===== config.mk =====
export PLATFORM = sky130hd
export DESIGN_NAME = pskw_dot
export DESIGN_NICKNAME = d
export VERILOG_FILES = /design/src/hw/rtl/pskw_pkg.sv /design/src/hw/rtl/pskw_dot.sv
export SDC_FILE = /design/constraint.sdc
export NUM_CORES = 2
export LEC_CHECK = 0
export ABC_AREA = 1
export ABC_CLOCK_PERIOD_IN_PS = 7400
export BUFFER_PORTS_ARGS = -buffer_cell sky130_fd_sc_hd__buf_2
export CORE_MARGIN = 10
export CORE_UTILIZATION = 55
export CTS_CLUSTER_SIZE = 12
export DETAILED_ROUTE_END_ITERATION = 10
export PLACE_DENSITY = 0.72
export RECOVER_POWER = 50
export SLEW_MARGIN = 0
export SYNTH_ARGS = -nofsm -noshare
export SYNTH_HDL_FRONTEND = slang
export SYNTH_SLANG_ARGS = --single-unit

===== constraint.sdc =====
create_clock -name clk -period 7.4 [get_ports clk]
set_input_delay 2.22 -clock clk [delete_from_list [all_inputs] [get_ports clk]]
set_output_delay 2.22 -clock clk [all_outputs]
set_load 0.02 [all_outputs]

===== src/hw/rtl/pskw_pkg.sv =====
`default_nettype none

package pskw_pkg;

  // fixed field widths
  localparam int PROJ_W   = 39;
  localparam int ID_W     = 10;
  localparam int ELEM_W   = 16;
  localparam int DIR_W    = 16;
  localparam int DIDX_W   = 6;
  localparam int K_CFG_W  = 5;
  localparam int IN_DATA_W  = 40;
  localparam int OUT_DATA_W = 16;

  // operation codes
  localparam logic [1:0] OP_LOAD  = 2'd0;
  localparam logic [1:0] OP_ADD   = 2'd1;
  localparam logic [1:0] OP_QUERY = 2'd2;

  // result status codes
  localparam logic [1:0] ST_RESULT = 2'd0;
  localparam logic [1:0] ST_ADDED  = 2'd1;
  localparam logic [1:0] ST_FULL   = 2'd2;
  localparam logic [1:0] ST_EMPTY  = 2'd3;

  // one table entry
  typedef struct packed {
    logic signed [PROJ_W-1:0] proj;
    logic [ID_W-1:0]          id;
  } entry_t;

  // dot product result towards the controller
  typedef struct packed {
    logic                     done;
    logic signed [PROJ_W-1:0] proj;
  } dot_res_t;

endpackage

`default_nettype wire


===== src/hw/rtl/pskw_dot.sv =====
`default_nettype none

module pskw_dot #(
  parameter int DIM = 64
) (
  input  wire logic                          clk,
  input  wire logic                          rst_n,
  input  wire logic                          load_en,
  input  wire logic [pskw_pkg::DIDX_W-1:0]   load_idx,
  input  wire logic [pskw_pkg::DIR_W-1:0]    load_val,
  input  wire logic                          elem_en,
  input  wire logic [pskw_pkg::ELEM_W-1:0]   elem_val,
  input  wire logic                          elem_last,
  output pskw_pkg::dot_res_t                 res
);
  import pskw_pkg::*;

  localparam int DAW = (DIM > 1) ? $clog2(DIM) : 1;
  localparam int PW  = $clog2(DIM + 1);
  localparam int IW  = ((DAW > DIDX_W) ? DAW : DIDX_W) + 1;

  logic [DIR_W-1:0] dir_mem [DIM];
  logic [DIR_W-1:0] dir_q;

  logic [PW-1:0]            pos_r, pos_nxt;
  logic signed [PROJ_W-1:0] acc_r, acc_nxt;
  logic                     stage_v_r, stage_last_r, stage_hit_r;
  logic [ELEM_W-1:0]        elem_r;
  logic                     in_range;
  logic signed [ELEM_W+DIR_W:0] prod;
  logic signed [PROJ_W-1:0] sum;
  logic [IW-1:0]            load_idx_w;

  assign in_range   = pos_r < PW'(DIM);
  assign load_idx_w = IW'(load_idx);

  // direction memory, registered read
  always_ff @(posedge clk) begin
    if (load_en && (load_idx_w < IW'(DIM))) begin
      dir_mem[load_idx_w[DAW-1:0]] <= load_val;
    end
    if (elem_en) begin
      dir_q <= dir_mem[pos_r[DAW-1:0]];
    end
  end

  // multiply and accumulate in the cycle after the read
  assign prod = $signed(elem_r) * $signed({1'b0, dir_q});
  assign sum  = stage_hit_r ? (acc_r + PROJ_W'(prod)) : acc_r;

  always_comb begin
    acc_nxt = acc_r;
    pos_nxt = pos_r;
    if (elem_en && in_range) begin
      pos_nxt = pos_r + PW'(1);
    end
    if (stage_v_r) begin
      acc_nxt = stage_last_r ? '0 : sum;
    end
    if (stage_v_r && stage_last_r) begin
      pos_nxt = '0;
    end
  end

  always_ff @(posedge clk) begin
    if (!rst_n) begin
      pos_r     <= '0;
      acc_r     <= '0;
      stage_v_r <= 1'b0;
    end else begin
      pos_r     <= pos_nxt;
      acc_r     <= acc_nxt;
      stage_v_r <= elem_en;
    end
  end

  always_ff @(posedge clk) begin
    if (elem_en) begin
      elem_r       <= elem_val;
      stage_last_r <= elem_last;
      stage_hit_r  <= in_range;
    end
  end

  assign res.done = stage_v_r && stage_last_r;
  assign res.proj = sum;

endmodule

`default_nettype wire


==> flow_metrics.py <==
metrics = {
    "sta": {
        "fin_skew_ns": 0.0622,
        "fin_crit_sh": 1.14,
        "hold_viol_final": 0,
        "fmax_mhz": 118,
        "relSlewSlack": -1.42,
        "setup_slack_ns": -1.07,
        "drv_slew": 1117,
        "worstMarginPinSlew_ns": 3.63,
        "fin_crit_ns": 8.47,
        "grt_setup_unrepaired": "yes",
        "finalSetupViolations": 32,
    },
    "floorplan": {
        "row_count": 115,
        "start_util": 0.553,
        "ios": 83,
        "die_area_um2": 112000,
        "die_h_um": 334,
        "placeableCoreArea_um2": 98300,
        "die_x_um": 334,
    },
    "placed_design": {
        "place_congestion": 0.930,
        "dp_slack_ns": -0.572,
        "port_buffers": 82,
        "hpwl_um": 89700,
        "dp_cells": 6178,
    },
    "clock_network": {
        "htreeDepth": 3,
        "cts_hold_buf": 0,
        "clkSinkCount": 1105,
        "path_clk_slew_ns": 0.06,
        "cts_buffers": 111,
        "cts_root_buf": "clkbuf_16",
        "cts_buffer_depth": 3,
        "clkLatencyLatePin_ns": 0.73,
        "cts_tree": "built",
    },
    "min_path": {
        "min_to": "acc_r[32]",
        "min_path_type": "reg -> reg",
        "min_from": "acc_r[32]",
        "hold-path-cell-count": 2,
    },
    "synthesis": {
        "synth-seq-cells": 1105,
        "syn_area_um2": 54300,
        "avgSynthCellArea_um2": 11.2,
        "ys_async_sr_fraction": 0,
        "syn-num-nets": 5263,
        "synth_area_leaders": "edfxtp_1 58%, fa_1 8.4%, o21ai_0 4.9%, nand2_1 4.5%, nor2_1 4.4%",
        "synth_ff_type": "edfxtp_1",
        "yosysWarnings": 0,
        "ys_seq_area_frac": 0.602,
        "netlist_instances": 4857,
        "yosysTopAreaCell": "edfxtp_1",
        "yosysUniqueCellTypes": 41,
        "synth_edf_count": 1058,
        "synth_top_area_frac": 0.585,
    },
    "final_layout": {
        "finalNonFillerCells": 6422,
        "layout.nets": 5483,
        "final_util": 0.636,
        "drive_gt1_frac": 0.161,
        "syn_to_final_growth_pct": 15.0,
        "layout_commonest_cell": "edfxtp_1",
        "final_cell_mix": "1058 x edfxtp_1, 614 x nor2_1, 582 x nand2_1",
    },
    "drt": {
        "ant_nets": 0,
        "wl_per_cell_um": 23.3,
        "vias_per_cell": 5.96,
        "drc": 0,
        "drtPass1Iterations": 6,
        "wl_um": 150000,
        "drt-initial-drc-count": 4479,
        "vias": 38300,
    },
    "global_routing": {
        "antenna_found_initial": 4,
        "grt_pass1_vias": 37300,
        "grt_max_degree": 292,
        "grt_usage": 0.260,
        "grt_pass1_wl_um": 224000,
        "overflow": 0,
    },
    "run": {
        "maxCapViolations": 18,
    },
    "worst_setup_path": {
        "critPathSlowestCell": "fa_1",
        "path_class": "reg -> out",
        "rr_endpoint": "acc_r[31]",
        "r2r_setup_slack_ns": -1.01,
        "rr_worst_depth": 49,
        "reg2reg_from": "dir_q[10]",
        "startpoint": "dir_q[10]",
        "worst_setup_path_start_kind": "flip-flop",
        "cp.arrival_ns": 6.25,
        "crit_required_ns": 5.18,
        "crit_top_cell": "fa_1",
        "max_stage_delay_ns": 0.55,
        "crit_path_max_fanout": 5,
        "endpoint_kind": "output pin",
    },
    "run_status": {
        "violations": "capacitance limit, slew limit, setup timing",
        "status": "complete, but fails checks",
    },
}
## critical path, delay by kind of cell (launching register included)
kind / cells / cell delay (ns)
compound gates: 3 / 0.44
fa+ha+maj: 7 / 3.38
buf+inv: 9 / 0.74
flops: 1 / 0.42
simple gates: 7 / 0.58
## worst max path at each step
stage / to / slack [ns] / depth (start not counted)
after global placement: res[33] / -0.50 / 25
after CTS: res[36] / -1.01 / 23
after global routing: acc_r[31] / -1.30 / 49
after floorplan: res[37] / -0.02 / 26
final: res[31] / -1.07 / 26
after detailed placement: res[34] / -0.57 / 22
## sequential cells by signal, summed over array words and instances, names as in the netlist
signal        cells
elem_r           16
pos_r             7
dir_q            16
stage_v_r         1
dir_mem        1024
acc_r            39
stage_last_r      1
stage_hit_r       1
## layer usage
metal	GRT usage	wire length [um]
met3	0.0436	12700
met1	0.330	55800
met2	0.435	73100
met4	0.122	7880
met5	0	46
## what timing repair did
action | in CTS | in global routing
setup buffers | 61 | 20
gates resized for setup | 305 | 119
cloned | 0 | 1
pin swaps | 79 | 86
endpoints found under the setup margin | 32 | 34
## logic make-up (layout without fill, tap and decap cells)
family | after synthesis | in the layout | share of synthesized area
adder cells (fa/ha/maj) | 363 | 363 | 0.115
buffers and inverters | 850 | 1127 | 0.0629
XOR/XNOR | 21 | 21 | 0.00338
AND/OR/NAND/NOR | 1566 | 1566 | 0.116
AO/OA/AOI/OAI | 952 | 952 | 0.101
flip-flops | 1105 | 1105 | 0.602
other | 0 | 1 | 0
## Yosys cell counts (9+ instances only)
library cell and instances:
or2_2 18, xnor2_1 18, o22ai_1 157, o21ai_1 9, nand3_1 186, nor2_1 641, buf_2 59, buf_1 10
edfxtp_1 1058, nor3_1 11, ha_1 136, nand2_1 657, inv_1 552, a21oi_1 104, clkbuf_1 197, o21ai_0 535
nand4_1 29, o211ai_1 28, dfxtp_1 47, o221ai_1 98, fa_1 227, buf_6 12, and2_1 16
## area by class of cell
type                    instances  area, um^2
well taps                    1287        1610
repair buffers                397        3170
multi-input cells            2902       19600
fillers                      7262       35800
flip-flops and latches       1105       32700
diodes                          1        2.50
inverters                     560        2120
clock buffers                 138        2910
clock inverters                32         408
## through the flow
| stage | instance area (um^2) | TNS (ns) | hold slack, ns |
|---|---|---|---|
| final | 62500 | -29.98 | 0.465 |
| after global routing | 62500 | -36.08 | 0.477 |
| after CTS | 62100 | -27.61 | 0.464 |
| after detailed placement | 57200 | -13.00 | 0.455 |
| after global placement | 57200 | -11.60 | 0.453 |
| after floorplan | 54500 | -0.0261 | 0.445 |
Power is not shown: default switching activity piles up to over one toggle a cycle in this logic, so the estimate is an artifact.
